### config.mk
export PLATFORM = sky130hd
export DESIGN_NAME = pointer_to_touch_event_translator_top
export DESIGN_NICKNAME = d
export VERILOG_FILES = /design/src/hw/rtl/ptte_pkg.sv /design/src/hw/rtl/ptte_in_stage.sv /design/src/hw/rtl/ptte_core.sv /design/src/hw/rtl/ptte_run.sv /design/src/hw/rtl/pointer_to_touch_event_translator_top.sv
export SDC_FILE = /design/constraint.sdc
export NUM_CORES = 1
export LEC_CHECK = 0
export BUFFER_PORTS_ARGS = -buffer_cell sky130_fd_sc_hd__buf_2
export CORE_MARGIN = 1.5
export CORE_UTILIZATION = 43
export CTS_BUF_LIST = sky130_fd_sc_hd__clkbuf_4 sky130_fd_sc_hd__clkbuf_8 sky130_fd_sc_hd__clkbuf_16
export CTS_CLUSTER_SIZE = 30
export DETAILED_ROUTE_END_ITERATION = 16
export GPL_ROUTABILITY_DRIVEN = 0
export PLACE_DENSITY = 0.61
export SLEW_MARGIN = 0
export SYNTH_ARGS = -nofsm -noshare
export SYNTH_HDL_FRONTEND = slang
export SYNTH_SLANG_ARGS = --single-unit
### constraint.sdc
create_clock -name clk_i -period 14 [get_ports clk_i]
set_input_delay 2.8 -clock clk_i [delete_from_list [all_inputs] [get_ports clk_i]]
set_output_delay 2.8 -clock clk_i [all_outputs]
set_load 0.02 [all_outputs]
### src/hw/rtl/ptte_pkg.sv
// ----------------------------------------------------------------------------
// ptte_pkg
// Shared types, event codes and helper functions for the pointer to touch
// event translator.
// ----------------------------------------------------------------------------
`default_nettype none

package ptte_pkg;

  localparam int unsigned RunMax = 8;
  localparam int unsigned CntW   = $clog2(RunMax + 1);
  localparam int unsigned TidW   = 16;

  localparam logic [TidW-1:0] TrackingWrap = 16'd60000;

  // event types
  localparam logic [4:0] EVT_SYN = 5'd0;
  localparam logic [4:0] EVT_KEY = 5'd1;
  localparam logic [4:0] EVT_REL = 5'd2;
  localparam logic [4:0] EVT_ABS = 5'd3;

  // event codes
  localparam logic [9:0] C_SYN_REPORT    = 10'h000;
  localparam logic [9:0] C_ABS_X         = 10'h000;
  localparam logic [9:0] C_ABS_Y         = 10'h001;
  localparam logic [9:0] C_MT_SLOT       = 10'h02f;
  localparam logic [9:0] C_MT_POS_X      = 10'h035;
  localparam logic [9:0] C_MT_POS_Y      = 10'h036;
  localparam logic [9:0] C_MT_TRACK      = 10'h039;
  localparam logic [9:0] C_BTN_LEFT      = 10'h110;
  localparam logic [9:0] C_BTN_TOUCH     = 10'h14a;
  localparam logic [9:0] C_GEAR_DOWN     = 10'h150;
  localparam logic [9:0] C_GEAR_UP       = 10'h151;
  localparam logic [9:0] C_REL_HWHEEL    = 10'h006;
  localparam logic [9:0] C_REL_WHEEL     = 10'h008;
  localparam logic [9:0] C_REL_WHEEL_HR  = 10'h00b;
  localparam logic [9:0] C_REL_HWHEEL_HR = 10'h00c;

  localparam logic DEV_TOUCH = 1'b0;
  localparam logic DEV_WHEEL = 1'b1;

  localparam logic signed [31:0] ValLift = -32'sd1;

  typedef struct packed {
    logic               dev;
    logic [4:0]         ev_type;
    logic [9:0]         code;
    logic signed [31:0] value;
  } evt_t;

  typedef struct packed {
    evt_t [RunMax-1:0] ev;
    logic [CntW-1:0]   cnt;
  } run_t;

  function automatic evt_t mk_evt(input logic dev, input logic [4:0] ev_type,
                                  input logic [9:0] code,
                                  input logic signed [31:0] value);
    evt_t e;
    e.dev     = dev;
    e.ev_type = ev_type;
    e.code    = code;
    e.value   = value;
    return e;
  endfunction

  function automatic logic signed [31:0] sat_add(input logic signed [31:0] a,
                                                 input logic signed [31:0] b);
    logic signed [32:0] s;
    logic signed [31:0] r;
    s = {a[31], a} + {b[31], b};
    if (s[32] != s[31]) begin
      r = s[32] ? 32'sh8000_0000 : 32'sh7fff_ffff;
    end else begin
      r = s[31:0];
    end
    return r;
  endfunction

endpackage

`default_nettype wire

### src/hw/rtl/ptte_in_stage.sv
// ----------------------------------------------------------------------------
// ptte_in_stage
// Input register: holds one event until the core takes it.
// ----------------------------------------------------------------------------
`default_nettype none

module ptte_in_stage (
  input  wire logic        clk_i,
  input  wire logic        rst_ni,
  input  wire logic        s_axis_tvalid,
  output logic             s_axis_tready,
  input  wire logic [47:0] s_axis_tdata,   // event_code[9:0], event_value[41:10]
  input  wire logic [4:0]  s_axis_tuser,   // event_type[4:0]
  input  wire logic        free_i,
  output logic             proc_o,
  output logic [4:0]       ev_type_o,
  output logic [9:0]       ev_code_o,
  output logic signed [31:0] ev_value_o
);
  import ptte_pkg::*;

  logic               valid_q;
  logic [4:0]         type_q;
  logic [9:0]         code_q;
  logic signed [31:0] value_q;
  logic               take;

  assign proc_o        = valid_q & free_i;
  assign s_axis_tready = ~valid_q | proc_o;
  assign take          = s_axis_tvalid & s_axis_tready;

  always_ff @(posedge clk_i or negedge rst_ni) begin
    if (!rst_ni) begin
      valid_q <= 1'b0;
    end else if (take) begin
      valid_q <= 1'b1;
    end else if (proc_o) begin
      valid_q <= 1'b0;
    end
  end

  always_ff @(posedge clk_i) begin
    if (take) begin
      type_q  <= s_axis_tuser;
      code_q  <= s_axis_tdata[9:0];
      value_q <= s_axis_tdata[41:10];
    end
  end

  assign ev_type_o  = type_q;
  assign ev_code_o  = code_q;
  assign ev_value_o = value_q;

endmodule

`default_nettype wire

### src/hw/rtl/ptte_core.sv
// ----------------------------------------------------------------------------
// ptte_core
// Translator state and run builder: updates pointer, button and wheel state
// and forms the list of output words for one input event.
// ----------------------------------------------------------------------------
`default_nettype none

module ptte_core (
  input  wire logic               clk_i,
  input  wire logic               rst_ni,
  input  wire logic               proc_i,
  input  wire logic [4:0]         ev_type_i,
  input  wire logic [9:0]         ev_code_i,
  input  wire logic signed [31:0] ev_value_i,
  output ptte_pkg::run_t          run_o
);
  import ptte_pkg::*;

  logic signed [31:0] x_q, x_d, y_q, y_d;
  logic               pressed_q, pressed_d, moved_q, moved_d;
  logic signed [31:0] wacc_q, wacc_d, hacc_q, hacc_d;
  logic signed [31:0] wfine_q, wfine_d, hfine_q, hfine_d;
  logic [TidW-1:0]    tid_q, tid_d;

  logic               w1_en, w2_en;
  logic [9:0]         w1_code, w2_code;
  logic signed [31:0] w1_val, w2_val;
  evt_t [3:0]         w1_seq, w2_seq;
  logic               is_button, val_nz;

  always_comb begin
    w1_en   = (wfine_q != '0) | (wacc_q != '0);
    w1_code = (wfine_q != '0) ? C_REL_WHEEL_HR : C_REL_WHEEL;
    w1_val  = (wfine_q != '0) ? wfine_q : wacc_q;
    w2_en   = (hfine_q != '0) | (hacc_q != '0);
    w2_code = (hfine_q != '0) ? C_REL_HWHEEL_HR : C_REL_HWHEEL;
    w2_val  = (hfine_q != '0) ? hfine_q : hacc_q;
    w1_seq[0] = mk_evt(DEV_WHEEL, EVT_ABS, C_ABS_X, x_q);
    w1_seq[1] = mk_evt(DEV_WHEEL, EVT_ABS, C_ABS_Y, y_q);
    w1_seq[2] = mk_evt(DEV_WHEEL, EVT_REL, w1_code, w1_val);
    w1_seq[3] = mk_evt(DEV_WHEEL, EVT_SYN, C_SYN_REPORT, '0);
    w2_seq[0] = mk_evt(DEV_WHEEL, EVT_ABS, C_ABS_X, x_q);
    w2_seq[1] = mk_evt(DEV_WHEEL, EVT_ABS, C_ABS_Y, y_q);
    w2_seq[2] = mk_evt(DEV_WHEEL, EVT_REL, w2_code, w2_val);
    w2_seq[3] = mk_evt(DEV_WHEEL, EVT_SYN, C_SYN_REPORT, '0);
  end

  always_comb begin
    x_d       = x_q;
    y_d       = y_q;
    pressed_d = pressed_q;
    moved_d   = moved_q;
    wacc_d    = wacc_q;
    hacc_d    = hacc_q;
    wfine_d   = wfine_q;
    hfine_d   = hfine_q;
    tid_d     = tid_q;
    run_o     = '0;
    is_button = (ev_code_i == C_BTN_LEFT) | (ev_code_i == C_BTN_TOUCH);
    val_nz    = (ev_value_i != '0);

    case (ev_type_i)
      EVT_ABS: begin
        if (ev_code_i == C_ABS_X) begin
          x_d     = ev_value_i;
          moved_d = 1'b1;
        end else if (ev_code_i == C_ABS_Y) begin
          y_d     = ev_value_i;
          moved_d = 1'b1;
        end
      end
      EVT_KEY: begin
        if (is_button) begin
          if (val_nz) begin
            pressed_d    = 1'b1;
            moved_d      = 1'b0;
            run_o.ev[0]  = mk_evt(DEV_TOUCH, EVT_ABS, C_MT_SLOT, '0);
            run_o.ev[1]  = mk_evt(DEV_TOUCH, EVT_ABS, C_MT_TRACK,
                                  {{(32-TidW){1'b0}}, tid_q});
            run_o.ev[2]  = mk_evt(DEV_TOUCH, EVT_ABS, C_MT_POS_X, x_q);
            run_o.ev[3]  = mk_evt(DEV_TOUCH, EVT_ABS, C_MT_POS_Y, y_q);
            run_o.ev[4]  = mk_evt(DEV_TOUCH, EVT_KEY, C_BTN_TOUCH, 32'sd1);
            run_o.ev[5]  = mk_evt(DEV_TOUCH, EVT_SYN, C_SYN_REPORT, '0);
            run_o.cnt    = CntW'(6);
          end else if (pressed_q) begin
            pressed_d    = 1'b0;
            moved_d      = 1'b0;
            run_o.ev[0]  = mk_evt(DEV_TOUCH, EVT_ABS, C_MT_SLOT, '0);
            run_o.ev[1]  = mk_evt(DEV_TOUCH, EVT_ABS, C_MT_TRACK, ValLift);
            run_o.ev[2]  = mk_evt(DEV_TOUCH, EVT_KEY, C_BTN_TOUCH, '0);
            run_o.ev[3]  = mk_evt(DEV_TOUCH, EVT_SYN, C_SYN_REPORT, '0);
            run_o.cnt    = CntW'(4);
            // id stays within 1..wrap, so the modulo is a single compare
            tid_d = (tid_q >= TrackingWrap) ? TidW'(1) : tid_q + TidW'(1);
          end
        end else if (val_nz && !pressed_q) begin
          if (ev_code_i == C_GEAR_UP) begin
            wacc_d = sat_add(wacc_q, 32'sd1);
          end else if (ev_code_i == C_GEAR_DOWN) begin
            wacc_d = sat_add(wacc_q, -32'sd1);
          end
        end
      end
      EVT_REL: begin
        if (!pressed_q) begin
          case (ev_code_i)
            C_REL_WHEEL:     wacc_d  = sat_add(wacc_q, ev_value_i);
            C_REL_HWHEEL:    hacc_d  = sat_add(hacc_q, ev_value_i);
            C_REL_WHEEL_HR:  wfine_d = sat_add(wfine_q, ev_value_i);
            C_REL_HWHEEL_HR: hfine_d = sat_add(hfine_q, ev_value_i);
            default: ;
          endcase
        end
      end
      EVT_SYN: begin
        if (ev_code_i == C_SYN_REPORT) begin
          if (pressed_q && moved_q) begin
            run_o.ev[0] = mk_evt(DEV_TOUCH, EVT_ABS, C_MT_SLOT, '0);
            run_o.ev[1] = mk_evt(DEV_TOUCH, EVT_ABS, C_MT_POS_X, x_q);
            run_o.ev[2] = mk_evt(DEV_TOUCH, EVT_ABS, C_MT_POS_Y, y_q);
            run_o.ev[3] = mk_evt(DEV_TOUCH, EVT_SYN, C_SYN_REPORT, '0);
            run_o.cnt   = CntW'(4);
            moved_d     = 1'b0;
          end
          if (!pressed_q) begin
            // a flush clears both resolutions of both wheels
            wacc_d  = '0;
            wfine_d = '0;
            hacc_d  = '0;
            hfine_d = '0;
            for (int i = 0; i < 4; i++) begin
              run_o.ev[i]     = w1_en ? w1_seq[i] : w2_seq[i];
              run_o.ev[i + 4] = (w1_en && w2_en) ? w2_seq[i] : '0;
            end
            run_o.cnt = {w1_en & w2_en, w1_en ^ w2_en, 2'b00};
          end
        end
      end
      default: ;
    endcase
  end

  always_ff @(posedge clk_i or negedge rst_ni) begin
    if (!rst_ni) begin
      x_q       <= '0;
      y_q       <= '0;
      pressed_q <= 1'b0;
      moved_q   <= 1'b0;
      wacc_q    <= '0;
      hacc_q    <= '0;
      wfine_q   <= '0;
      hfine_q   <= '0;
      tid_q     <= TidW'(1);
    end else if (proc_i) begin
      x_q       <= x_d;
      y_q       <= y_d;
      pressed_q <= pressed_d;
      moved_q   <= moved_d;
      wacc_q    <= wacc_d;
      hacc_q    <= hacc_d;
      wfine_q   <= wfine_d;
      hfine_q   <= hfine_d;
      tid_q     <= tid_d;
    end
  end

endmodule

`default_nettype wire

### src/hw/rtl/ptte_run.sv
// ----------------------------------------------------------------------------
// ptte_run
// Result register: holds one run of output words and shifts it out one
// word per handshake.
// ----------------------------------------------------------------------------
`default_nettype none

module ptte_run (
  input  wire logic         clk_i,
  input  wire logic         rst_ni,
  input  wire logic         load_i,
  input  wire ptte_pkg::run_t run_i,
  output logic              free_o,
  output logic              m_axis_tvalid,
  input  wire logic         m_axis_tready,
  output logic [47:0]       m_axis_tdata,   // out_code[9:0], out_value[41:10]
  output logic [5:0]        m_axis_tuser,   // out_device[0], out_type[5:1]
  output logic              m_axis_tlast
);
  import ptte_pkg::*;

  evt_t [RunMax-1:0] ev_q;
  logic [CntW-1:0]   cnt_q;
  logic              take;

  assign take          = m_axis_tvalid & m_axis_tready;
  assign m_axis_tvalid = (cnt_q != '0);
  assign m_axis_tlast  = (cnt_q == CntW'(1));
  assign free_o        = (cnt_q == '0) | (m_axis_tlast & m_axis_tready);
  assign m_axis_tdata  = {6'b0, ev_q[0].value, ev_q[0].code};
  assign m_axis_tuser  = {ev_q[0].ev_type, ev_q[0].dev};

  always_ff @(posedge clk_i or negedge rst_ni) begin
    if (!rst_ni) begin
      cnt_q <= '0;
    end else if (load_i) begin
      cnt_q <= run_i.cnt;
    end else if (take) begin
      cnt_q <= cnt_q - CntW'(1);
    end
  end

  always_ff @(posedge clk_i) begin
    if (load_i) begin
      ev_q <= run_i.ev;
    end else if (take) begin
      for (int i = 0; i < RunMax - 1; i++) begin
        ev_q[i] <= ev_q[i + 1];
      end
      ev_q[RunMax-1] <= '0;
    end
  end

endmodule

`default_nettype wire

### src/hw/rtl/pointer_to_touch_event_translator_top.sv
// ----------------------------------------------------------------------------
// pointer_to_touch_event_translator_top
// Turns absolute pointer, button and wheel events into touch and wheel pointer event runs.
// ----------------------------------------------------------------------------
// usage
//   s_axis: one input event per word, event_type in tuser, code and value
//   in tdata. m_axis: output words, device and type in tuser, code and
//   value in tdata, tlast on the final word caused by one input event.
//   an input event yields no words, or a run of 4, 6 or 8 words.
//   path: an input word passes the input register, then the result
//   register, before the first word of its run is offered.
//   throughput: an event that yields no words leaves the result register
//   empty; otherwise the result register hands out one word per cycle
//   while m_axis_tready is high. the next run is loaded in the cycle its
//   predecessor's last word is taken, so runs follow without gaps.
//   reset: pointer position, flags and wheel totals clear, tracking id
//   starts at 1, both channels go empty.
//   stall: while the receiver holds m_axis_tready low the current word
//   holds; one more input word is buffered, then s_axis_tready drops.
// ----------------------------------------------------------------------------
`default_nettype none

module pointer_to_touch_event_translator_top (
  input  wire logic        clk_i,
  input  wire logic        rst_ni,
  input  wire logic        s_axis_tvalid,
  output logic             s_axis_tready,
  input  wire logic [47:0] s_axis_tdata,   // event_code[9:0], event_value[41:10]
  input  wire logic [4:0]  s_axis_tuser,   // event_type[4:0]
  output logic             m_axis_tvalid,
  input  wire logic        m_axis_tready,
  output logic [47:0]      m_axis_tdata,   // out_code[9:0], out_value[41:10]
  output logic [5:0]       m_axis_tuser,   // out_device[0], out_type[5:1]
  output logic             m_axis_tlast
);
  import ptte_pkg::*;

  logic               free;
  logic               proc;
  logic [4:0]         ev_type;
  logic [9:0]         ev_code;
  logic signed [31:0] ev_value;
  run_t               run;

  ptte_in_stage u_in (
    .clk_i        (clk_i),
    .rst_ni       (rst_ni),
    .s_axis_tvalid(s_axis_tvalid),
    .s_axis_tready(s_axis_tready),
    .s_axis_tdata (s_axis_tdata),
    .s_axis_tuser (s_axis_tuser),
    .free_i       (free),
    .proc_o       (proc),
    .ev_type_o    (ev_type),
    .ev_code_o    (ev_code),
    .ev_value_o   (ev_value)
  );

  ptte_core u_core (
    .clk_i     (clk_i),
    .rst_ni    (rst_ni),
    .proc_i    (proc),
    .ev_type_i (ev_type),
    .ev_code_i (ev_code),
    .ev_value_i(ev_value),
    .run_o     (run)
  );

  ptte_run u_run (
    .clk_i        (clk_i),
    .rst_ni       (rst_ni),
    .load_i       (proc),
    .run_i        (run),
    .free_o       (free),
    .m_axis_tvalid(m_axis_tvalid),
    .m_axis_tready(m_axis_tready),
    .m_axis_tdata (m_axis_tdata),
    .m_axis_tuser (m_axis_tuser),
    .m_axis_tlast (m_axis_tlast)
  );

endmodule

`default_nettype wire

==> flow_summary.ini <==
[logic_synthesis]
yosys_warnings = 0
netlist_instances = 3345
syn_avg_cell_area_sq_um = 9.840
netlist_top_cells_area = edfxtp_1 30%, dfrtp_1 16%, ha_1 5.2%, nand2_1 4.4%, a21oi_1 3.6%
synth-edff-count = 326
synth_top_cell_by_area = edfxtp_1
synth.most_common_cell = nand2_1
async_flop_share = 0.3974
ys_seq_elements = 541
netlist.area_leader.share = 0.2974
syn_area_sq_mm = 0.03291
synth_cell_types = 97
synthTopCellsByCount = 387 x nand2_1, 326 x edfxtp_1, 238 x a21oi_1
ys_seq_area_frac = 0.4609
synth_flop_cell = edfxtp_1

[sta]
hold_viol_final = 0
tightestPinTransition_ns = 1.069
relSlewSlack = 0.2844
period_share = 0.4325
setup_viol_count_final = 0
layout_min_cycle_time_ns = 6.055
fin_skew_ns = 0.02227
rsz0062_at_grt = false
finalMaxSlewViolations = 0
timing.fmax_mhz = 165.2
layout_setup_ws_ns = 7.945
final.setup.tns_ns = 0
holdWs_ns = 0.5093

[run_status]
status = complete, no violations

[critical_path]
r2r_end = u_run.ev_q[283]
criticalPathCategory = input pin to primary output
crit_path_max_incr_delay_ns = 0.18
cp_common_cell = buf_2
crit_start = m_axis_tready
critPathTopFamily = buffers and inverters
rrSetupSlack_ns = 9.17
endpoint = s_axis_tready
cp_num_cells = 4
startpoint_type = input pin
cp.required_ns = 11.20
cp_slowest_cell = buf_2
path_cells = buf_2 -> nand2_1 -> nand3_1 -> buf_2
crit_fanout = 3
r2r-start = u_core.wacc_q[16]
critPathArrivalTime_ns = 3.26
crit_buf_inv = 2
r2r_cells = 10
crit_path_end_kind = primary output

[route]
routedWlPerCell_microns = 23.96
drt_pass1_iterations = 6
vias_per_cell = 6.221
drt_wl_total_mm = 103.8
vias = 26940
ant_nets = 0
drt_iter0_markers = 2709
drc = 0

[layout]
final_cells = 4331
num-nets-final = 3496
fin_area_sq_mm = 0.03613
antennaDiodeCount = 0
drive_gt1_frac = 0.1145
syn2layout_area_growth_pct = 9.758
finish.utilization = 0.4765

[global_routing]
grt_overflow_total = 0
antenna_found_initial = 1
grt_usage = 0.2615
first_global_vias = 25500
grt_max_degree = 132
grt_pass1_wl_mm = 156.9

[clocking]
numCtsBuffers = 67
post_cts_buffers = 0
cts-htree-levels = 3
cts_sinks = 541
clock_path_buffers = 3
clock_latency_ns = 0.63
hold_buffers = 0
cts_tree = built
cts_root_buffer = clkbuf_16
cts_resized = 0
clk_pin_slew_worst_paths_ns = 0.06

[power]
p_total_mw = 6.223
swShare = 0.3650
clkPwrFrac = 0.291
p_sw_mw = 2.271
internal_power_mw = 3.952
power_density_mw_per_mm2 = 172.3
p_comb_frac = 0.326
irDropWorstVdd_uv = 102.0
sequentialPowerShare = 0.383
leakage_nw = 15.38

[floorplanning]
die_h_microns = 279.7
start_util = 0.4341
num_rows = 101
core_sq_mm = 0.07582
die_area_sq_mm = 0.07821
ioPinCount = 114
fp.dieW_microns = 279.7

[placement]
port_buffers = 96
hpwlAfterDp_mm = 70.62
dpl_cell_area_sq_mm = 0.03383
dpl_worst_slack_ns = 7.733
placedCellCount = 4208

[run]
cap_viol_max_count = 0

[hold_path]
hold_class = flop to flop
cell usage in the layout, fill, tap and decap left out, types with 37 or more instances in the layout:
cell	count
mux2_2	64
buf_2	95
and2_1	38
edfxtp_1	326
nand2_1	385
o211ai_1	81
a21oi_1	237
nor2_1	205
o221ai_1	37
clkbuf_16	68
xor2_1	59
xnor2_1	96
inv_1	54
ha_1	136
buf_4	45
nor3_1	46
a22o_1	99
nand4_1	45
dfrtp_1	214
a22oi_1	41
a21o_1	136
o21ai_0	229
nor4_1	44
nand3_1	91
routing by layer:
layer	routed length (microns)	global-route usage
met5	13	0
met4	2494	0.06930
met3	8128	0.04946
met2	46750	0.4075
met1	46380	0.3722
how the worst min path moves through the flow:
stage,from,endpoint,slack (ns),cells past startpoint
5_1_grt,u_run.ev_q[222],u_run.ev_q[174],0.52,2
3_3_place_gp,u_run.ev_q[198],u_run.ev_q[150],0.49,2
4_1_cts,u_run.ev_q[222],u_run.ev_q[174],0.51,2
6_report,u_run.ev_q[203],u_run.ev_q[155],0.51,2
2_1_floorplan,u_core.tid_q[15],u_core.tid_q[15],0.48,2
3_5_place_dp,u_run.ev_q[218],u_run.ev_q[170],0.49,2
worst register-to-register path: cells and delay by family, from the launching register on:
kind	cells	cell delay [ns]
buf+inv	3	1.04
simple gates	6	2.75
fa+ha+maj	1	0.24
flops	1	0.53
kinds of logic (layout without fill, tap and decap cells):
logic type | count (synthesis) | in the layout | share of synthesized area
AOI/OAI and AO/OA | 1091 | 1091 | 0.2239
and+or+nand+nor | 1026 | 1026 | 0.1506
DFF | 541 | 541 | 0.4609
buffers and inverters | 322 | 320 | 0.04558
xor gates and xnor gates | 155 | 155 | 0.04125
adders and majority gates | 140 | 140 | 0.05413
muxes | 69 | 69 | 0.02342
other | 1 | 11 | 0.0001139
final cells by class:
type	instances	area [sq um]
repair buffers	141	828.3
flip-flops and latches	541	15170
inverters	56	217.7
fillers	7087	39700
multi-input cells	2492	16390
clock buffers	84	1834
well taps	978	1224
clock inverters	39	457.9
registers in the layout, indices dropped and copies added, names as in the netlist:
name and flops:
u_in.ev_code_o 10, u_core.wfine_q 32, u_in.ev_type_o 5, u_run.ev_q 237, u_in.ev_value_o 32, u_core.tid_q 16
u_core.wacc_q 32, u_run.cnt_q 4, u_core.y_q 32, u_core.x_q 32, u_core.hacc_q 32, u_core.moved_q 1
u_core.hfine_q 32, u_core.pressed_q 1, u_in.valid_q 1, u_run.m_axis_tuser 3, u_run.m_axis_tdata 39
power groups by stage:
stage / Combinational, mW / Sequential [mW] / Clock [mW]
after CTS: 2.01 / 2.38 / 1.83
after detailed placement: 2.00 / 2.40 / 0
after global placement: 1.98 / 2.40 / 0
after floorplan: 1.68 / 2.25 / 0
after global routing: 2.23 / 2.41 / 1.89
final: 2.03 / 2.38 / 1.81
Power figures use the tool's default switching activity.
